## config.mk

```make
export PLATFORM = sky130hd
export DESIGN_NAME = lrg_exp_cell
export DESIGN_NICKNAME = d
export VERILOG_FILES = /design/src/hdl/lrg_pkg.sv /design/src/hdl/lrg_exp_cell.sv
export SDC_FILE = /design/constraint.sdc
export NUM_CORES = 2
export LEC_CHECK = 0
export BUFFER_PORTS_ARGS = -buffer_cell sky130_fd_sc_hd__buf_4
export CAP_MARGIN = 10
export CORE_AREA = 2 2 334 336
export DETAILED_ROUTE_END_ITERATION = 8
export DIE_AREA = 0 0 336 338
export SLEW_MARGIN = 10
export SYNTH_ARGS = -nofsm -noshare
export SYNTH_HDL_FRONTEND = slang
export SYNTH_SLANG_ARGS = --single-unit
```

## constraint.sdc

```tcl
create_clock -name clk -period 9.9 [get_ports clk]
set_input_delay 0.495 -clock clk [delete_from_list [all_inputs] [get_ports clk]]
set_output_delay 0.495 -clock clk [all_outputs]
set_load 0.005 [all_outputs]
```

## src/hdl/lrg_pkg.sv

```systemverilog
`default_nettype none
package lrg_pkg;

  // default binary point of the module's fixed-point sample and parameter fields
  localparam int FRAC_BITS_DEF = 16;

  // log-domain word: signed, 32 fraction bits
  localparam int LW        = 48;
  localparam int LG_STEPS  = 32;   // log2 fraction bits, one cell each
  localparam int Q_BITS    = 36;   // quotient bits of d / sigma, one cell each
  localparam int EXP_TERMS = 13;   // Taylor terms of exp, one cell each
  localparam int MAG_W     = 41;   // magnitude out of the 2^t units

  localparam logic [25:0] LN2_Q26   = 26'd46516320;
  localparam logic [31:0] LN2_Q32   = 32'd2977044472;
  localparam logic [22:0] LOG2E_Q22 = 23'd6051102;
  localparam logic signed [LW-1:0] LOG2_SQRT2PI_L32 = 48'sd5694044581;
  localparam logic [39:0] SQ_ONE     = 40'h01_0000_0000;
  localparam logic [LW-1:0] POW2_LIMIT = 48'h0028_0000_0000;
  localparam logic [MAG_W-1:0] POW2_CAP = 41'h100_0000_0000;
  localparam logic [32:0] TERM_ONE  = 33'h1_0000_0000;
  localparam logic [30:0] SIGMA_RST = 31'd19661;

  typedef enum logic [0:0] {
    REG_MU    = 1'b0,
    REG_SIGMA = 1'b1
  } reg_idx_t;

  typedef struct packed {
    logic [31:0]        sample_pos;
    logic signed [31:0] observed;
  } in_t;

  typedef struct packed {
    logic signed [31:0] resid;
    logic signed [31:0] grad_mu;
    logic signed [31:0] grad_sigma;
    logic               bad_position;
    logic               saturated;
  } out_t;

  // normalized operand for the log2 cells
  typedef struct packed {
    logic [5:0]  p;
    logic [31:0] m;
  } nm_t;

  // per-sample side data that rides along the chains
  typedef struct packed {
    logic                 bad;
    logic signed [31:0]   y;
    logic signed [31:0]   mu;
    logic [30:0]          sg;
    logic [5:0]           pa;
    logic [5:0]           pb;
    logic signed [LW-1:0] lgx;
    logic signed [LW-1:0] lgs;
    logic                 dneg;
    logic                 tail;
    logic                 uzero;
    logic                 sqone;
    logic                 sqgt;
    logic [39:0]          e2;
  } cr_t;

  // control of one 2^t lane
  typedef struct packed {
    logic       neg;
    logic       cap;
    logic [5:0] n;
  } pl_t;

  typedef struct packed {
    cr_t           c;
    pl_t [2:0]     ln;
  } tw_t;

  typedef struct packed {
    logic signed [31:0] v;
    logic               s;
  } sat_t;

  // leading-one position and mantissa aligned to bit 31
  function automatic nm_t lg_norm(input logic [39:0] v);
    nm_t r;
    r.p = '0;
    for (int i = 1; i < 40; i++) begin
      if (v[i]) r.p = 6'(i);
    end
    if (r.p >= 6'd31) r.m = 32'(v >> (r.p - 6'd31));
    else r.m = 32'(v << (6'd31 - r.p));
    return r;
  endfunction

  // integer part (p - fb) over the fraction bits from the cells
  function automatic logic signed [LW-1:0] lg_join(input logic [5:0] p,
                                                   input logic [5:0] fb,
                                                   input logic [31:0] frac);
    logic signed [LW-33:0] ip;
    ip = $signed({{(LW-38){1'b0}}, p}) - $signed({{(LW-38){1'b0}}, fb});
    return {ip, frac};
  endfunction

  function automatic sat_t clamp32(input logic signed [42:0] v);
    sat_t r;
    if (v > 43'sd2147483647) begin
      r.v = 32'sh7FFF_FFFF;
      r.s = 1'b1;
    end else if (v < -43'sd2147483648) begin
      r.v = 32'sh8000_0000;
      r.s = 1'b1;
    end else begin
      r.v = 32'(v);
      r.s = 1'b0;
    end
    return r;
  endfunction

endpackage
`default_nettype wire

```

## src/hdl/lrg_exp_cell.sv

```systemverilog
`default_nettype none
// One Taylor term of exp(z): term *= z, then term /= K; two register stages.
module lrg_exp_cell import lrg_pkg::*; #(
  parameter int K = 1
) (
  input  logic        clk,
  input  logic [32:0] term_in,
  input  logic [33:0] sum_in,
  input  logic [31:0] z_in,
  output logic [32:0] term,
  output logic [33:0] sum,
  output logic [31:0] z
);

  // exact for 32-bit dividends while K <= 16
  localparam logic [36:0] RECIP = 37'(((64'd1 << 36) + 64'(K) - 64'd1) / 64'(K));

  logic [64:0] prod;
  logic [68:0] qprod;
  logic [31:0] p_a;
  logic [33:0] s_a;
  logic [31:0] z_a;

  always_comb begin
    prod  = 65'(term_in) * 65'(z_in);
    qprod = 69'(p_a) * 69'(RECIP);
  end

  // stage a: multiply by z, fold the incoming term into the sum
  always_ff @(posedge clk) begin
    p_a <= prod[63:32];
    s_a <= sum_in + 34'(term_in);
    z_a <= z_in;
  end

  // stage b: divide by K through the reciprocal
  always_ff @(posedge clk) begin
    term <= 33'(qprod >> 36);
    sum  <= s_a;
    z    <= z_a;
  end

endmodule
`default_nettype wire

```

==> run metrics <==
post-route minimum period=8.03 ns; Netlist cell types=56; Top-Level Pins=199; drt pass-1 iters=6; via count=26.2k; slew margin rel.=0.502; filler cell count=11.1k; dominant register cell in the synthesized netlist=dfxtp_1; Core Area=0.110 mm2; Reg clk slew, reported paths=0.08 ns; Row Count=122; final period utilization=0.811; Final Hold Fails=0; Final GP Congestion=0.859; vias in the first global route=29.3k; Num CTS Buffers=17; GRT Residual Overflow=0; Iter 0 DRT Violations=1257; cell taking the most area after synthesis=fa_1; CP max FO=34; area of the multi-input gates=0.0300 mm2; crit path kind=in -> reg; final core occ=0.376; startpoint class of the critical path=primary input; f_max=125 MHz; Netlist Area Pre-Place=0.0382 mm2; RSZ-0062 raised after global routing=no; initial core utilization=0.348; Setup Total Neg Slack=0 ns; # setup viols final=0; synthesis-stage register bit count=196; CTS tree=yes; # resized after CTS=0; cells after synthesis=4026; first-pass GRT wire length=164 mm; share of post-route cells with drive strength above 1=0.0599; CP Capture Type=flop; WP data required=10.32 ns; Tot GR Track Use=0.187; post-detail-place hpwl=77.7 mm; critical path arrival=8.45 ns; P&R area growth vs syn=8.32%; ys async rst share=0; syn_nets=5339; Port Buffer Count=197; largest net degree at the start of global routing=35; DRC Markers=0; Post-Route WL=100 mm; Syn. warnings=0; Slew @ Worst Pin=0.747 ns; wire length per cell=18.1 um; Final Skew=0.0294 ns; Synth top cells by count=950 x inv_1, 925 x fa_1, 591 x nand2_1; outcome=finished, final reports clean; syn avg cell area=9.50 um2; die width=336 um; top cell type's share of synthesized area=0.484; count leader, synth=inv_1; placed instance area=0.0409 mm2; largest cells by area after synthesis=fa_1 48%, dfxtp_1 10%, ha_1 9.4%, inv_1 9.3%, and2_1 8.1%; sequential share of the synthesized area=0.103; Max Cap Viol=0; Post-synth EDFFs=0; Die ar.=0.114 mm2; Routed Antenna Nets=0; HP Class=in -> reg; CTS Sinks=196; Clock Latency Late Sink=0.55 ns; buffers inserted by post-CTS timing repair=0; level count of the clock H-tree=4; Die Ht=338 um; vias per cell=4.73; hold buffers post-CTS=0; register area=0.00392 mm2; CTS Buffer Depth=2; Hold Slack=0.177 ns; Root Driver=clkbuf_16; post-route cell area=0.0414 mm2; fin nets=5360; initial antenna violation count=4; Max Transition Viols Final=0
==> final timing paths <==
check                           endpoint  depth (start not counted)  slack (ns)        from
worst max-delay path             p_a[28]                         26        1.87     z_in[8]
worst min-delay path             s_a[33]                          2        0.18  sum_in[33]
worst max register to register   sum[20]                          0        9.42     s_a[20]
worst min register to register   sum[24]                          0        0.30     s_a[24]
==> routing by layer <==
| metal | part of all wire | GRT usage | up-vias |
|---|---|---|---|
| met5 | 0.00023 | 0 | - |
| met4 | 0.024 | 0.0535 | 4 |
| met3 | 0.044 | 0.0265 | 109 |
| met2 | 0.52 | 0.338 | 540 |
| met1 | 0.41 | 0.233 | 13918 |
| li1 | - | - | 11658 |
==> placed cells by master, fill, tap and decap left out, types with 14 or more instances in the layout <==
cell type / Yosys / final
xnor2_1: 51 / 51
clkbuf_16: 0 / 17
nor3_1: 17 / 17
dfxtp_1: 196 / 196
xor2_1: 14 / 14
nand2_1: 591 / 591
o21ai_0: 30 / 30
nand3_1: 17 / 17
buf_4: 1 / 198
inv_1: 950 / 950
and2_1: 497 / 497
ha_1: 288 / 288
fa_1: 925 / 925
a21oi_1: 59 / 59
nor2_1: 35 / 35
a21o_1: 32 / 32
==> state kept, by name, indices dropped and copies added, names as in the netlist <==
signal / flops
z: 32
sum: 34
s_a: 34
p_a: 32
z_a: 32
term: 32
==> layout make-up <==
| type | instances | area share |
|---|---|---|
| multi-input combinational | 2684 | 0.725 |
| sequential | 196 | 0.0947 |
| inverter | 950 | 0.0861 |
| tap | 1488 | 0.0449 |
| timing repair buffer | 198 | 0.0359 |
| clock buffer | 17 | 0.0103 |
| clock inverter | 13 | 0.00347 |
| antenna | 1 | 0.0000604 |
==> metrics by stage <==
step	std cells	setup slack, ns
CTS	5546	1.95
floorplan	4026	2.48
global placement	5516	1.39
finish	5547	1.87
global route	5546	1.55
detailed placement	5516	1.43
==> logic make-up after synthesis <==
kind of cell               Yosys count  synth area share
xor gates and xnor gates            65            0.0149
other                                1         0.0000980
adders and majority gates         1213             0.578
DFF                                196             0.103
and+or+nand+nor                   1210             0.157
AOI/OAI and AO/OA                  195            0.0348
buffers and inverters             1146             0.113
==> critical path: stages <==
cell and delay, ns:
buf_4 0.41, nand2_1 0.16, fa_1 0.55, inv_1 0.06, fa_1 0.52, fa_1 0.55
inv_1 0.05, fa_1 0.50, inv_1 0.06, fa_1 0.54, fa_1 0.43, fa_1 0.49
inv_1 0.05, fa_1 0.47, inv_1 0.04, ha_1 0.33, and4_1 0.36, nand2_1 0.11
or2_1 0.22, o211ai_1 0.55, nor4b_4 0.19, nor3_1 0.29, o2111ai_1 0.29, a21oi_1 0.29
o211ai_1 0.10, a221oi_1 0.30
Power is not shown: default switching activity piles up to over one toggle a cycle in this logic, so the estimate is an artifact.
