<file path="config.mk">
export PLATFORM = sky130hd
export DESIGN_NAME = lrg_lg_cell
export DESIGN_NICKNAME = d
export VERILOG_FILES = /design/src/hdl/lrg_pkg.sv /design/src/hdl/lrg_lg_cell.sv
export SDC_FILE = /design/constraint.sdc
export NUM_CORES = 2
export LEC_CHECK = 0
export ABC_AREA = 1
export BUFFER_PORTS_ARGS = -buffer_cell sky130_fd_sc_hd__clkbuf_2
export CAP_MARGIN = 20
export CELL_PAD_IN_SITES_DETAIL_PLACEMENT = 0
export CELL_PAD_IN_SITES_GLOBAL_PLACEMENT = 1
export CORE_ASPECT_RATIO = 0.7
export CORE_MARGIN = 10
export CORE_UTILIZATION = 50
export DETAILED_ROUTE_END_ITERATION = 7
export PLACE_DENSITY_LB_ADDON = 0.12
export SETUP_SLACK_MARGIN = 0.02
export SLEW_MARGIN = 20
export SYNTH_ARGS = -nofsm -noshare
export SYNTH_HDL_FRONTEND = slang
export SYNTH_SLANG_ARGS = --single-unit
</file>
<file path="constraint.sdc">
create_clock -name clk -period 10.2 [get_ports clk]
set_input_delay 2.04 -clock clk [delete_from_list [all_inputs] [get_ports clk]]
set_output_delay 2.04 -clock clk [all_outputs]
set_load 0.01 [all_outputs]
</file>
<file path="src/hdl/lrg_pkg.sv">
`default_nettype none
package lrg_pkg;

  // default binary point of the module's fixed-point sample and parameter fields
  localparam int FRAC_BITS_DEF = 16;

  // log-domain word: signed, 32 fraction bits
  localparam int LW        = 48;
  localparam int LG_STEPS  = 32;   // log2 fraction bits, one cell each
  localparam int Q_BITS    = 36;   // quotient bits of d / sigma, one cell each
  localparam int EXP_TERMS = 13;   // Taylor terms of exp, one cell each
  localparam int MAG_W     = 41;   // magnitude out of the 2^t units

  localparam logic [25:0] LN2_Q26   = 26'd46516320;
  localparam logic [31:0] LN2_Q32   = 32'd2977044472;
  localparam logic [22:0] LOG2E_Q22 = 23'd6051102;
  localparam logic signed [LW-1:0] LOG2_SQRT2PI_L32 = 48'sd5694044581;
  localparam logic [39:0] SQ_ONE     = 40'h01_0000_0000;
  localparam logic [LW-1:0] POW2_LIMIT = 48'h0028_0000_0000;
  localparam logic [MAG_W-1:0] POW2_CAP = 41'h100_0000_0000;
  localparam logic [32:0] TERM_ONE  = 33'h1_0000_0000;
  localparam logic [30:0] SIGMA_RST = 31'd19661;

  typedef enum logic [0:0] {
    REG_MU    = 1'b0,
    REG_SIGMA = 1'b1
  } reg_idx_t;

  typedef struct packed {
    logic [31:0]        sample_pos;
    logic signed [31:0] observed;
  } in_t;

  typedef struct packed {
    logic signed [31:0] resid;
    logic signed [31:0] grad_mu;
    logic signed [31:0] grad_sigma;
    logic               bad_position;
    logic               saturated;
  } out_t;

  // normalized operand for the log2 cells
  typedef struct packed {
    logic [5:0]  p;
    logic [31:0] m;
  } nm_t;

  // per-sample side data that rides along the chains
  typedef struct packed {
    logic                 bad;
    logic signed [31:0]   y;
    logic signed [31:0]   mu;
    logic [30:0]          sg;
    logic [5:0]           pa;
    logic [5:0]           pb;
    logic signed [LW-1:0] lgx;
    logic signed [LW-1:0] lgs;
    logic                 dneg;
    logic                 tail;
    logic                 uzero;
    logic                 sqone;
    logic                 sqgt;
    logic [39:0]          e2;
  } cr_t;

  // control of one 2^t lane
  typedef struct packed {
    logic       neg;
    logic       cap;
    logic [5:0] n;
  } pl_t;

  typedef struct packed {
    cr_t           c;
    pl_t [2:0]     ln;
  } tw_t;

  typedef struct packed {
    logic signed [31:0] v;
    logic               s;
  } sat_t;

  // leading-one position and mantissa aligned to bit 31
  function automatic nm_t lg_norm(input logic [39:0] v);
    nm_t r;
    r.p = '0;
    for (int i = 1; i < 40; i++) begin
      if (v[i]) r.p = 6'(i);
    end
    if (r.p >= 6'd31) r.m = 32'(v >> (r.p - 6'd31));
    else r.m = 32'(v << (6'd31 - r.p));
    return r;
  endfunction

  // integer part (p - fb) over the fraction bits from the cells
  function automatic logic signed [LW-1:0] lg_join(input logic [5:0] p,
                                                   input logic [5:0] fb,
                                                   input logic [31:0] frac);
    logic signed [LW-33:0] ip;
    ip = $signed({{(LW-38){1'b0}}, p}) - $signed({{(LW-38){1'b0}}, fb});
    return {ip, frac};
  endfunction

  function automatic sat_t clamp32(input logic signed [42:0] v);
    sat_t r;
    if (v > 43'sd2147483647) begin
      r.v = 32'sh7FFF_FFFF;
      r.s = 1'b1;
    end else if (v < -43'sd2147483648) begin
      r.v = 32'sh8000_0000;
      r.s = 1'b1;
    end else begin
      r.v = 32'(v);
      r.s = 1'b0;
    end
    return r;
  endfunction

endpackage
`default_nettype wire

</file>
<file path="src/hdl/lrg_lg_cell.sv">
`default_nettype none
// One log2 fraction bit: square the mantissa, renormalize, shift the bit in.
module lrg_lg_cell import lrg_pkg::*; (
  input  logic        clk,
  input  logic [31:0] m_in,
  input  logic [31:0] frac_in,
  output logic [31:0] m,
  output logic [31:0] frac
);

  logic [63:0] sq;
  logic [32:0] sh;
  logic        b;
  logic [31:0] m_next;

  always_comb begin
    sq = 64'(m_in) * 64'(m_in);
    sh = sq[63:31];
    b  = sh[32];
    m_next = b ? sh[32:1] : sh[31:0];
  end

  always_ff @(posedge clk) begin
    m    <= m_next;
    frac <= {frac_in[30:0], b};
  end

endmodule
`default_nettype wire

</file>
==> results.sh <==
export IMPL_placeableCoreArea_mm2=0.0653
export IMPL_cts_sink_count=64
export IMPL_drv_slew=0
export IMPL_startpoint="m_in[19]"
export IMPL_die_h_um=236
export IMPL_drc_errors=0
export IMPL_post_cts_setup_buffers=0
export IMPL_drt_first_pass_iters=7
export IMPL_number_of_global_route_vias_before_repair=26179
export IMPL_detailedRoute_firstIterationViolations=1471
export IMPL_hold_viol=0
export IMPL_post_place_instance_area_mm2=0.0348
export IMPL_port_buffers=127
export IMPL_start_util_pct=50.9
export IMPL_die_area_mm2=0.0773
export IMPL_synth_avg_cell_area_um2=7.85
export IMPL_tritoncts="done"
export IMPL_antenna_violations_before_repair=0
export IMPL_timing_final_crit_share_pct=88.8
export IMPL_crit_fanout=32
export IMPL_num_vias=24203
export IMPL_post_route_cells_drive_above_1_share_pct=4.99
export IMPL_finalCoreUtilization_pct=53.9
export IMPL_cts_clk_slew_worst_paths_ns=0.06
export IMPL_n_antenna_cell=0
export IMPL_critical_path_class="in2reg"
export IMPL_io_pins=129
export IMPL_min_path_type="in2reg"
export IMPL_layout_commonest_cell="sky130_fd_sc_hd__inv_1"
export IMPL_ys_warnings_count=0
export IMPL_totalWireLength_mm=85.1
export IMPL_cell_occurring_most_often_along_the_worst_timing_path="sky130_fd_sc_hd__fa_1"
export IMPL_globalRouteTotalUtil_pct=23.3
export IMPL_maximum_number_of_pins_on_one_net_before_global_route_repair=33
export IMPL_post_synth_instance_area_mm2=0.0332
export IMPL_routed_via_density=4.67
export IMPL_ant_nets=0
export IMPL_worst_ep_required_time_ns=10.47
export IMPL_yosysSeqAreaShare_pct=3.86
export IMPL_final_cell_mix="sky130_fd_sc_hd__inv_1 (1445), sky130_fd_sc_hd__nand2_1 (1115), sky130_fd_sc_hd__fa_1 (791)"
export IMPL_maximum_root_to_sink_buffer_count=2
export IMPL_tritoncts_num_buffers=9
export IMPL_worst_pin_slew_ns=0.847
export IMPL_crit_path_max_incr_delay_ns=0.58
export IMPL_synth_seq_cells=64
export IMPL_fillerInstances=6419
export IMPL_max_cap_violations=0
export IMPL_cts_resized=0
export IMPL_netlist_instances=4231
export IMPL_outcome="complete, no violations"
export IMPL_period_minus_slack_ns=9.06
export IMPL_routed_wire_length_per_instance_um=16.4
export IMPL_netlist_cell_type_count=35
export IMPL_achievable_frequency_mhz=110
export IMPL_cp_data_arrival_time_ns=9.33
export IMPL_floorplan_rows=78
export IMPL_worstSetupStartpointType="input pin"
export IMPL_synth_edf_count=0
export IMPL_final_design_area_no_fill_mm2=0.0352
export IMPL_slew_headroom_pct=43.5
export IMPL_grt_setup_unrepaired="false"
export IMPL_finalSetupTns_ns=0
export IMPL_hold_path_startpoint="frac_in[13]"
export IMPL_crit_path_end_kind="register"
export IMPL_async_flop_share_pct=0
export IMPL_critical_path_slowest_cell="sky130_fd_sc_hd__clkbuf_2"
export IMPL_grt_pass1_wl_mm=144
export IMPL_grt_overflow_total=0
export IMPL_areaGrowthSynthToFinish_pct=5.91
export IMPL_ctsRootBufferMaster="sky130_fd_sc_hd__clkbuf_16"
export IMPL_finalWeightedCongestion=0.934
export IMPL_report_final_setup_viol=0
export IMPL_synthesis_nets=5387
export IMPL_hpwlAfterDp_mm=76.5
export IMPL_final_net_count=5458
export IMPL_die_width_um=328
export IMPL_ys_dominant_reg_cell="sky130_fd_sc_hd__dfxtp_1"
export IMPL_htree_levels=3
export IMPL_cts_hold_repair_buffers=0
-- kinds of logic after synthesis --
group | share of synthesized area, %
xor+xnor | 1.29
compound gates | 2.02
fa+ha+maj | 59.0
simple gates | 16.1
buf+inv | 17.7
flops | 3.86
-- flip-flops by register name, summed over array words and instances, names as in the netlist --
name / cells
frac: 32
m: 32
-- cell type report --
class | instances | area [um2] | share of cell area [%]
tap | 880 | 1100 | 3.13
clock buffer | 10 | 239 | 0.679
multi-input combinational | 2611 | 26000 | 74.0
inverter | 1447 | 5430 | 15.4
sequential | 64 | 1280 | 3.64
clock inverter | 6 | 115 | 0.327
timing repair buffer | 169 | 963 | 2.74
-- cells in the mapped netlist, types with 2 or more instances --
library cell	instances	area (um2)
sky130_fd_sc_hd__clkbuf_1	87	327
sky130_fd_sc_hd__a31o_2	6	52.6
sky130_fd_sc_hd__a21o_1	4	30.0
sky130_fd_sc_hd__dfxtp_1	64	1280
sky130_fd_sc_hd__nor2_2	2	12.5
sky130_fd_sc_hd__buf_6	6	67.6
sky130_fd_sc_hd__nand3_1	71	355
sky130_fd_sc_hd__nand4_1	18	113
sky130_fd_sc_hd__o21ai_0	17	85.1
sky130_fd_sc_hd__xor2_1	33	289
sky130_fd_sc_hd__xnor2_1	16	140
sky130_fd_sc_hd__nand2_2	9	56.3
sky130_fd_sc_hd__nor3_2	3	30.0
sky130_fd_sc_hd__o21bai_1	22	165
sky130_fd_sc_hd__ha_1	300	3750
sky130_fd_sc_hd__nor2_1	111	417
sky130_fd_sc_hd__buf_1	16	60.1
sky130_fd_sc_hd__nor3_1	6	30.0
sky130_fd_sc_hd__a31oi_1	2	12.5
sky130_fd_sc_hd__and2_1	4	25.0
sky130_fd_sc_hd__nand3b_1	5	37.5
sky130_fd_sc_hd__or2_2	5	31.3
sky130_fd_sc_hd__nand2_4	2	22.5
sky130_fd_sc_hd__a21boi_0	2	15.0
sky130_fd_sc_hd__a21oi_1	59	295
sky130_fd_sc_hd__nor4_1	4	25.0
sky130_fd_sc_hd__inv_1	1445	5420
sky130_fd_sc_hd__nand2_1	1115	4190
sky130_fd_sc_hd__fa_1	791	15800
-- metrics by stage --
stage                     std cells  hold WS, ns  setup slack (ns)
after floorplan                4231         2.07              1.64
after global placement         5171         2.14             0.890
after detailed placement       5171         2.14             0.810
after CTS                      5187         1.79              1.14
after global routing           5187         1.78             0.748
final                          5187         1.80              1.14
-- layer usage --
metal,global-route usage (%),vias up,wire length [um]
li1,-,11904,-
met1,35.6,11743,42600
met2,35.1,499,36400
met3,3.63,57,4800
met4,3.20,0,1340
met5,0,-,0
-- critical path: cells and delay by family --
kind / cells / cell delay (ns)
adder cells (fa/ha/maj): 9 / 4.20
XOR/XNOR: 1 / 0.16
AND/OR/NAND/NOR: 12 / 1.63
buffers and inverters: 7 / 1.30
-- worst paths after layout --
check,end,cells past startpoint
setup / recovery,m[3],29
hold / removal,frac[14],1
Power is left out: the tool's default activity adds up to more than one toggle a clock period on the data nets, which glitch-free logic cannot reach.
