### config.mk
export PLATFORM = sky130hd
export DESIGN_NAME = lrg_div_cell
export DESIGN_NICKNAME = d
export VERILOG_FILES = /design/src/hdl/lrg_pkg.sv /design/src/hdl/lrg_div_cell.sv
export SDC_FILE = /design/constraint.sdc
export NUM_CORES = 1
export LEC_CHECK = 0
export ABC_AREA = 1
export BUFFER_PORTS_ARGS = -buffer_cell sky130_fd_sc_hd__clkbuf_2
export CAP_MARGIN = 5
export CORE_AREA = 2 2 144 146
export CTS_CLUSTER_DIAMETER = 120
export CTS_CLUSTER_SIZE = 25
export DETAILED_ROUTE_END_ITERATION = 8
export DIE_AREA = 0 0 146 148
export GPL_ROUTABILITY_DRIVEN = 0
export PLACE_DENSITY = 0.83
export SYNTH_ARGS = -nofsm -noshare
export SYNTH_HDL_FRONTEND = slang
export SYNTH_SLANG_ARGS = --single-unit
### constraint.sdc
create_clock -name clk -period 3.7 [get_ports clk]
set_clock_uncertainty 0.1 [all_clocks]
set_input_delay 0.185 -clock clk [delete_from_list [all_inputs] [get_ports clk]]
set_output_delay 0.185 -clock clk [all_outputs]
set_load 0.02 [all_outputs]
### src/hdl/lrg_pkg.sv
`default_nettype none
package lrg_pkg;

  // default binary point of the module's fixed-point sample and parameter fields
  localparam int FRAC_BITS_DEF = 16;

  // log-domain word: signed, 32 fraction bits
  localparam int LW        = 48;
  localparam int LG_STEPS  = 32;   // log2 fraction bits, one cell each
  localparam int Q_BITS    = 36;   // quotient bits of d / sigma, one cell each
  localparam int EXP_TERMS = 13;   // Taylor terms of exp, one cell each
  localparam int MAG_W     = 41;   // magnitude out of the 2^t units

  localparam logic [25:0] LN2_Q26   = 26'd46516320;
  localparam logic [31:0] LN2_Q32   = 32'd2977044472;
  localparam logic [22:0] LOG2E_Q22 = 23'd6051102;
  localparam logic signed [LW-1:0] LOG2_SQRT2PI_L32 = 48'sd5694044581;
  localparam logic [39:0] SQ_ONE     = 40'h01_0000_0000;
  localparam logic [LW-1:0] POW2_LIMIT = 48'h0028_0000_0000;
  localparam logic [MAG_W-1:0] POW2_CAP = 41'h100_0000_0000;
  localparam logic [32:0] TERM_ONE  = 33'h1_0000_0000;
  localparam logic [30:0] SIGMA_RST = 31'd19661;

  typedef enum logic [0:0] {
    REG_MU    = 1'b0,
    REG_SIGMA = 1'b1
  } reg_idx_t;

  typedef struct packed {
    logic [31:0]        sample_pos;
    logic signed [31:0] observed;
  } in_t;

  typedef struct packed {
    logic signed [31:0] resid;
    logic signed [31:0] grad_mu;
    logic signed [31:0] grad_sigma;
    logic               bad_position;
    logic               saturated;
  } out_t;

  // normalized operand for the log2 cells
  typedef struct packed {
    logic [5:0]  p;
    logic [31:0] m;
  } nm_t;

  // per-sample side data that rides along the chains
  typedef struct packed {
    logic                 bad;
    logic signed [31:0]   y;
    logic signed [31:0]   mu;
    logic [30:0]          sg;
    logic [5:0]           pa;
    logic [5:0]           pb;
    logic signed [LW-1:0] lgx;
    logic signed [LW-1:0] lgs;
    logic                 dneg;
    logic                 tail;
    logic                 uzero;
    logic                 sqone;
    logic                 sqgt;
    logic [39:0]          e2;
  } cr_t;

  // control of one 2^t lane
  typedef struct packed {
    logic       neg;
    logic       cap;
    logic [5:0] n;
  } pl_t;

  typedef struct packed {
    cr_t           c;
    pl_t [2:0]     ln;
  } tw_t;

  typedef struct packed {
    logic signed [31:0] v;
    logic               s;
  } sat_t;

  // leading-one position and mantissa aligned to bit 31
  function automatic nm_t lg_norm(input logic [39:0] v);
    nm_t r;
    r.p = '0;
    for (int i = 1; i < 40; i++) begin
      if (v[i]) r.p = 6'(i);
    end
    if (r.p >= 6'd31) r.m = 32'(v >> (r.p - 6'd31));
    else r.m = 32'(v << (6'd31 - r.p));
    return r;
  endfunction

  // integer part (p - fb) over the fraction bits from the cells
  function automatic logic signed [LW-1:0] lg_join(input logic [5:0] p,
                                                   input logic [5:0] fb,
                                                   input logic [31:0] frac);
    logic signed [LW-33:0] ip;
    ip = $signed({{(LW-38){1'b0}}, p}) - $signed({{(LW-38){1'b0}}, fb});
    return {ip, frac};
  endfunction

  function automatic sat_t clamp32(input logic signed [42:0] v);
    sat_t r;
    if (v > 43'sd2147483647) begin
      r.v = 32'sh7FFF_FFFF;
      r.s = 1'b1;
    end else if (v < -43'sd2147483648) begin
      r.v = 32'sh8000_0000;
      r.s = 1'b1;
    end else begin
      r.v = 32'(v);
      r.s = 1'b0;
    end
    return r;
  endfunction

endpackage
`default_nettype wire

### src/hdl/lrg_div_cell.sv
`default_nettype none
// One restoring division step; divisor is pre-scaled so every cell is alike.
module lrg_div_cell import lrg_pkg::*; #(
  parameter int RW = 55,
  parameter int DW = 54
) (
  input  logic              clk,
  input  logic [RW-1:0]     rem_in,
  input  logic [DW-1:0]     d_in,
  input  logic [Q_BITS-1:0] q_in,
  output logic [RW-1:0]     rem,
  output logic [DW-1:0]     d,
  output logic [Q_BITS-1:0] q
);

  logic          ge;
  logic [RW-1:0] diff;

  always_comb begin
    ge   = rem_in >= RW'(d_in);
    diff = ge ? rem_in - RW'(d_in) : rem_in;
  end

  always_ff @(posedge clk) begin
    rem <= {diff[RW-2:0], 1'b0};
    d   <= d_in;
    q   <= {q_in[Q_BITS-2:0], ge};
  end

endmodule
`default_nettype wire

==> results of run 1 <==
==> per-stage QoR <==
step           cell area [sq um]  hold slack [ns]  util, %
6_report                   12600           0.0779     62.8
5_1_grt                    12600           0.0397     62.8
4_1_cts                    12600           0.0344     62.8
3_5_place_dp               10600            0.189     53.0
3_3_place_gp               10600            0.188     53.0
2_1_floorplan               8890            0.113        -
==> worst max-delay path by stage <==
stage                     startpoint       to  slack [ns]  cells after the start
after CTS                   d_in[49]  rem[47]        0.99                     13
after global placement       d_in[4]  rem[47]        1.14                     10
after floorplan              d_in[5]  rem[10]        1.73                      8
after detailed placement    d_in[49]  rem[47]        1.10                     12
after global routing        d_in[49]  rem[50]        0.77                     13
final                       d_in[49]  rem[50]        0.84                     13
==> per-layer routing <==
metal / track usage, % / up-vias / share of wire [%]
met5: 0 / - / 0
li1: - / 5129 / -
met4: 10.4 / 0 / 3.5
met2: 46.0 / 527 / 47
met1: 32.2 / 4520 / 41
met3: 6.02 / 96 / 9.2
==> worst max-delay path: stages <==
cell	delay (ns)
dlygate4sd3_1	0.57
clkbuf_2	0.13
inv_1	0.05
ha_1	0.42
nand2_1	0.15
nor3_1	0.25
nand4_1	0.22
nor2_2	0.21
nand4_4	0.14
nand3_4	0.25
buf_12	0.29
nand3_1	0.17
nand2_1	0.10
==> cell families after synthesis <==
logic type / after synthesis / share of synthesized area [%]
other: 1 / 0.0422
buffers and inverters: 367 / 16.1
AND/OR/NAND/NOR: 766 / 35.9
flip-flops: 144 / 32.4
adder cells (fa/ha/maj): 55 / 7.82
XOR/XNOR: 29 / 2.86
AO/OA/AOI/OAI: 66 / 4.84
==> power by group through the flow <==
stage	Sequential, mW	Combinational, mW	Clock [mW]
after global placement	1.81	1.40	0
after detailed placement	1.81	1.42	0
after global routing	1.79	1.73	1.72
final	1.78	1.59	1.61
after CTS	1.77	1.55	1.65
after floorplan	2.03	0.730	0
==> layout make-up <==
type	instances	share of cell area (%)
sequential	144	22.9
timing repair buffer	435	23.2
multi-input combinational	917	36.4
inverter	352	10.5
clock buffer	17	3.38
tap	270	2.69
clock inverter	14	0.955
==> Yosys cell counts, types with 2 or more instances <==
| master | count |
|---|---|
| nor2_1 | 90 |
| and2_1 | 4 |
| nand2_1 | 532 |
| nand3b_1 | 12 |
| inv_1 | 337 |
| clkbuf_1 | 6 |
| nand4_1 | 37 |
| nand3_1 | 65 |
| nand2_2 | 5 |
| o21ai_1 | 7 |
| xor2_1 | 29 |
| ha_1 | 54 |
| a21oi_1 | 31 |
| inv_2 | 14 |
| nor2_2 | 6 |
| o21ai_0 | 2 |
| nor3_1 | 9 |
| buf_4 | 3 |
| o21ai_2 | 20 |
| o21bai_1 | 2 |
| buf_6 | 6 |
| dfxtp_1 | 144 |
==> placed cells by master, fill, tap and decap left out, types with 12 or more instances in the layout <==
| cell type | n |
|---|---|
| clkbuf_16 | 17 |
| dlygate4sd3_1 | 142 |
| nand2_1 | 532 |
| inv_2 | 14 |
| nand3_1 | 65 |
| nand3b_1 | 12 |
| clkbuf_2 | 288 |
| o21ai_2 | 20 |
| xor2_1 | 29 |
| inv_1 | 337 |
| dfxtp_1 | 144 |
| nand4_1 | 37 |
| nor2_1 | 90 |
| a21oi_1 | 31 |
| ha_1 | 54 |
==> registers in the layout, summed over array words and instances (netlist names) <==
signal,flops
d,54
q,36
rem,54
==> what timing repair did <==
action	CTS	global route
hold buffers	142	0
gates resized for setup	0	0
hold endpoints to repair	142	0
==> impl_metrics.ini, run 1 <==
[synth]
seq_area_frac_synth_pct = 32.4
synth.cell_area_sq_mm = 0.00889
synthTopCellsByArea = dfxtp_1 (32%), nand2_1 (22%), inv_1 (14%)
synth-seq-cells = 144
syn_avg_cell_area_sq_um = 6.23
synthFlopType = dfxtp_1
synthesis.nets = 1629
yosysTopAreaCellShare_pct = 32.4
synth_warnings = 0
synth-edff-count = 0
ys_async_sr_fraction_pct = 0
syn_inst = 1428
synth.distinct_cells = 35
yosysTopAreaCell = dfxtp_1

[critical_path]
endpoint_kind = register
start_kind = primary input
cp_max_fo = 54
critPathRequiredTime_ns = 3.96
path_class = primary input to register
crit_arrival_ns = 3.12

[power]
switching_share_pct = 36.1
combPwrFrac_pct = 31.9
p_int_mw = 3.18
powerDensity_mw_per_mm2 = 395
power_mw = 4.97
leakage_nw = 7.50
power.net_switching_mw = 1.79
ir_worst_vdd_v = 0.000302
clockPowerShare_pct = 32.4
power_frac_seq_pct = 35.7

[timing]
setup_violations = 0
max_freq_ghz = 0.350
period_share_pct = 77.2
min_period_ns = 2.86
max_slew_margin_pct = 58.7
tns_ns = 0
timing_hold_violations_final = 0
rsz0062_at_grt = no
slew_violations = 0
setup_ws_ns = 0.843
tightest_slew_ns = 0.614

[clock_tree]
clk_pin_slew_ns = 0.07
postCtsSetupRepairBufs = 0
cts_tree = done
cts-buffers-inserted = 17
cts-root-buf = clkbuf_16
ctsLongestPathBuffers = 2
cts.sinks = 144
cts_max_level = 4

[grt]
grt_max_degree = 55
grt_use_total_pct = 26.6
grt_antenna_before_repair = 0
grt_pass1_vias = 9995
overflow = 0
grt_pass1_wl_microns = 46500

[finish]
seq_area_sq_mm = 0.00288
layout.nets = 2068
fillCellCount = 1782
drive_above_1_share_pct = 20.0
multiInputGateArea_sq_mm = 0.00458
syn_to_final_growth_pct = 41.4
fin_cells = 2149
diodes = 0

[placed_design]
port_buffers = 288
dpl.hpwl_microns = 22100
dp.cells = 1976
place_ws_ns = 1.10

[worst_hold_path]
worstHoldPathCells = 3
min_from = rem_in[33]
hold_class = primary input to register
whs_endpoint = rem[34]

[detailed_routing]
num_vias = 10272
route.detailed.drc = 0
wire_per_inst_microns = 13.6
ant_nets = 0
drtIter0Drc = 804
routed_wl_microns = 29300
via_per_inst = 4.78
drtPass1Iterations = 6

[die]
rows = 52
die_h_microns = 148
core_sq_mm = 0.0200
initial_core_util_pct = 44.4
die_w_microns = 146
ios = 291
dieArea_sq_mm = 0.0216

[run_status]
status = complete, no violations

[job]
cap_violations = 0
(Power assumes the default switching activity.)
==> run 2: changes to the inputs <==
==> constraint.sdc (replaced) <==
create_clock -name clk -period 2.9 [get_ports clk]
set_clock_uncertainty 0.1 [all_clocks]
set_input_delay 0.145 -clock clk [delete_from_list [all_inputs] [get_ports clk]]
set_output_delay 0.145 -clock clk [all_outputs]
set_load 0.02 [all_outputs]
==> impl_metrics.ini, run 2 (synthesis results as in run 1) <==
[power]
switching_share_pct = 35.8
powerDensity_mw_per_mm2 = 511
combPwrFrac_pct = 31.8
clockPowerShare_pct = 33.3
power.net_switching_mw = 2.31
p_int_mw = 4.15
leakage_nw = 7.55
power_frac_seq_pct = 35.0
ir_worst_vdd_v = 0.000378

[die]
core_sq_mm = 0.0200
dieArea_sq_mm = 0.0216
ios = 291
die_w_microns = 146
initial_core_util_pct = 44.4
rows = 52
die_h_microns = 148

[finish]
diodes = 0
layout_commonest_cell = nand2_1
finish.instance_area_sq_mm = 0.0127
syn_to_final_growth_pct = 42.3
mostFrequentLayoutCells = nand2_1 (532), inv_1 (337), clkbuf_2 (288)
postLayoutCoreUtil_pct = 63.2
fillCellCount = 1751
drive_above_1_share_pct = 20.2
reg_top3 = d: 54 flops, rem: 54 flops, q: 36 flops
layout.nets = 2073

[timing]
tns_ns = 0
setup_ws_ns = 0.0297
max_freq_ghz = 0.348
hold_slack_ns = 0.252
rsz0062_at_grt = no
setup_violations = 0
slew_violations = 0
period_share_pct = 99.0
timing_hold_violations_final = 0
min_period_ns = 2.87

[critical_path]
endpoint_kind = register
start_kind = primary input
crit_arrival_ns = 3.13
cp_max_fo = 33
path_class = primary input to register
critPathRequiredTime_ns = 3.16

[grt]
grt_antenna_before_repair = 0
grt_max_degree = 34
grt_pass1_vias = 9955
grt_pass1_wl_microns = 46600
grt_use_total_pct = 26.7
overflow = 0

[clock_tree]
cts.sinks = 144
cts-root-buf = clkbuf_16
cts_tree = done
postCtsResizedCells = 0
cts-buffers-inserted = 17
cts_max_level = 4
clk_pin_slew_ns = 0.07
ctsLongestPathBuffers = 2

[detailed_routing]
via_per_inst = 4.80
routed_wl_microns = 29500
drtPass1Iterations = 6
num_vias = 10346
drtIter0Drc = 851
ant_nets = 0
wire_per_inst_microns = 13.7
route.detailed.drc = 0

[placed_design]
port_buffers = 288
post_dp_cell_area_sq_mm = 0.0106
place_ws_ns = 0.300
dpl.hpwl_microns = 22400

[run_status]
status = complete, no violations

[worst_hold_path]
hold_class = primary input to register

[job]
cap_violations = 0
## run 2: cell types whose count changed in the layout (fill, tap and decap cells not counted), sizes merged
cell / previous run / this run
buf: 5 / 8
bufinv: 0 / 1
clkinvlp: 6 / 4
dlygate4sd3: 142 / 143
inv: 358 / 359
nand3: 66 / 67
## run 2: area by class of cell
cell class	instances	area (sq um)	share of cell area, %
multi-input combinational	918	4590	36.2
timing repair buffer	439	2960	23.4
sequential	144	2880	22.8
inverter	352	1320	10.4
clock buffer	17	425	3.36
tap	270	338	2.67
clock inverter	14	144	1.14
## run 2: power groups by stage
stage,Sequential (mW),Clock (mW),Combinational (mW)
2_1_floorplan,2.58,0,0.931
3_3_place_gp,2.30,0,1.80
3_5_place_dp,2.30,0,1.84
4_1_cts,2.26,2.21,2.00
5_1_grt,2.28,2.28,2.23
6_report,2.26,2.15,2.05
## run 2: through the flow
step | instances | total power [mW]
after CTS | 2153 | 6.47
after global placement | 1979 | 4.10
after floorplan | 1428 | 3.52
after detailed placement | 1979 | 4.14
final | 2154 | 6.47
after global routing | 2154 | 6.79
## run 2: worst paths after layout
| check | cells after the start | startpoint | slack, ns | endpoint |
|---|---|---|---|---|
| setup / recovery | 13 | d_in[49] | 0.03 | rem[10] |
| hold / removal | 2 | q_in[9] | 0.25 | q[10] |
## run 2: worst max-delay path, stage by stage
cell           delay [ns]
dlygate4sd3_1        0.54
clkbuf_2             0.12
inv_1                0.04
ha_1                 0.42
nand2_1              0.15
nor3_1               0.34
nand4_1              0.27
nor2_2               0.20
nand4_4              0.16
nand3_4              0.25
buf_12               0.24
nand2_1              0.13
o21ai_2              0.08
## run 2: metal layers
metal | GRT usage, % | vias up | share of wire, %
li1 | - | 5146 | -
met1 | 32.8 | 4540 | 40
met2 | 46.0 | 568 | 47
met3 | 5.65 | 92 | 10
met4 | 10.4 | 0 | 3.3
met5 | 0 | - | 0
## run 2: timing repair
item / CTS / global route
setup endpoints to repair: 0 / 11
hold endpoints to repair: 143 / 0
hold buffers: 143 / 0
setup buffers: 0 / 0
==> run 3: changes to the inputs <==
--- a/config.mk
+++ b/config.mk
@@ -8,11 +8,11 @@
 export ABC_AREA = 1
 export BUFFER_PORTS_ARGS = -buffer_cell sky130_fd_sc_hd__clkbuf_2
 export CAP_MARGIN = 5
-export CORE_AREA = 2 2 144 146
+export CORE_AREA = 2 2 138 153
 export CTS_CLUSTER_DIAMETER = 120
 export CTS_CLUSTER_SIZE = 25
 export DETAILED_ROUTE_END_ITERATION = 8
-export DIE_AREA = 0 0 146 148
+export DIE_AREA = 0 0 140 155
 export GPL_ROUTABILITY_DRIVEN = 0
 export PLACE_DENSITY = 0.83
 export SYNTH_ARGS = -nofsm -noshare
==> impl_metrics.ini, run 3 (synthesis results as in run 1) <==
[detailed_routing]
drtIter0Drc = 948
route.detailed.drc = 28
ant_nets = 0
drtPass1Iterations = 7
routed_wl_microns = 29900
wire_per_inst_microns = 14.0
via_per_inst = 4.85
num_vias = 10374

[finish]
layout_commonest_cell = nand2_1
reg_top3 = d: 54 flops, rem: 54 flops, q: 36 flops
mostFrequentLayoutCells = nand2_1 (532), inv_1 (337), clkbuf_2 (288)
multiInputGateArea_sq_mm = 0.00458
drive_above_1_share_pct = 20.2
fillCellCount = 1778
diodes = 0
finish.instance_area_sq_mm = 0.0127
syn_to_final_growth_pct = 42.3
seq_area_sq_mm = 0.00288
layout.nets = 2072

[job]
cap_violations = 0

[placed_design]
post_dp_cell_area_sq_mm = 0.0106
dpl.hpwl_microns = 22600
port_buffers = 288
place_ws_ns = 0.435

[die]
dieArea_sq_mm = 0.0217
initial_core_util_pct = 43.8
ios = 291
rows = 55
core_sq_mm = 0.0203
die_w_microns = 140
die_h_microns = 155

[timing]
period_share_pct = 92.6
rsz0062_at_grt = no
timing_hold_violations_final = 0
setup_violations = 0
tns_ns = 0
slew_violations = 0
max_freq_ghz = 0.373
hold_slack_ns = 0.249
min_period_ns = 2.68
setup_ws_ns = 0.216

[power]
leakage_nw = 7.56
powerDensity_mw_per_mm2 = 513
power_mw = 6.50
power_frac_seq_pct = 34.9
combPwrFrac_pct = 31.1
clockPowerShare_pct = 34.0
switching_share_pct = 35.8
power.net_switching_mw = 2.33
ir_worst_vdd_v = 0.000379
p_int_mw = 4.17

[grt]
grt_pass1_vias = 9909
grt_use_total_pct = 27.3
grt_max_degree = 31
grt_antenna_before_repair = 0
overflow = 0
grt_pass1_wl_microns = 46800

[clock_tree]
postCtsSetupRepairBufs = 0
cts_tree = done
cts.sinks = 144
clk_pin_slew_ns = 0.07
hold_buffers = 143
cts_max_level = 4
cts-buffers-inserted = 17
cts-root-buf = clkbuf_16
postCtsResizedCells = 0
ctsLongestPathBuffers = 2

[worst_hold_path]
hold_class = primary input to register

[critical_path]
start_kind = primary input
endpoint_kind = register
cp_max_fo = 14
path_class = primary input to register
crit_arrival_ns = 2.94
critPathRequiredTime_ns = 3.16

[run_status]
violations = design-rule violations
status = finished, violations left
==> run 3: changes by cell type in the layout (fill, tap and decap cells not counted) <==
cell,previous run,this run
clkinv_4,1,4
clkinv_8,0,2
clkinvlp_4,4,1
inv_6,6,5
nand3_2,1,0
==> run 3: layout make-up <==
type / instances / area share [%]
clock buffers: 17 / 3.36
clock inverters: 15 / 1.35
inverters: 352 / 10.4
multi-input cells: 917 / 36.2
flip-flops and latches: 144 / 22.8
well taps: 256 / 2.53
repair buffers: 439 / 23.4
==> run 3: critical path, cell delays in order <==
cell and delay, ns:
dlygate4sd3_1 0.53, clkbuf_2 0.11, inv_1 0.04, ha_1 0.42, nand2_1 0.15, nor3_1 0.30
nand4_1 0.23, nor2_2 0.19, nand4_4 0.12, nand3_4 0.25, buf_4 0.27, nand2_1 0.08
o21ai_1 0.09
==> run 3: power by group through the flow <==
stage	combinational (mW)	clock (mW)	sequential, mW
floorplan	0.931	0	2.58
global placement	1.80	0	2.31
detailed placement	1.83	0	2.31
CTS	1.99	2.26	2.27
global route	2.21	2.34	2.28
finish	2.02	2.21	2.27
==> run 3: worst paths after layout <==
| kind | startpoint | to | slack [ns] | depth (start not counted) |
|---|---|---|---|---|
| worst max-delay path | d_in[49] | rem[27] | 0.22 | 13 |
| worst min-delay path | q_in[5] | q[6] | 0.25 | 2 |
==> run 3: routing by layer <==
| metal | vias to the layer above | routed length, microns | track usage [%] |
|---|---|---|---|
| met2 | 518 | 14800 | 50.8 |
| li1 | 5158 | - | - |
| met5 | - | 0 | 0 |
| met4 | 0 | 1700 | 16.0 |
| met3 | 116 | 2320 | 5.63 |
| met1 | 4582 | 11100 | 28.4 |
==> run 3: metrics by stage <==
stage / util [%] / instances
2_1_floorplan: - / 1428
3_3_place_gp: 52.4 / 1965
3_5_place_dp: 52.4 / 1965
4_1_cts: 62.3 / 2140
5_1_grt: 62.3 / 2140
6_report: 62.3 / 2140
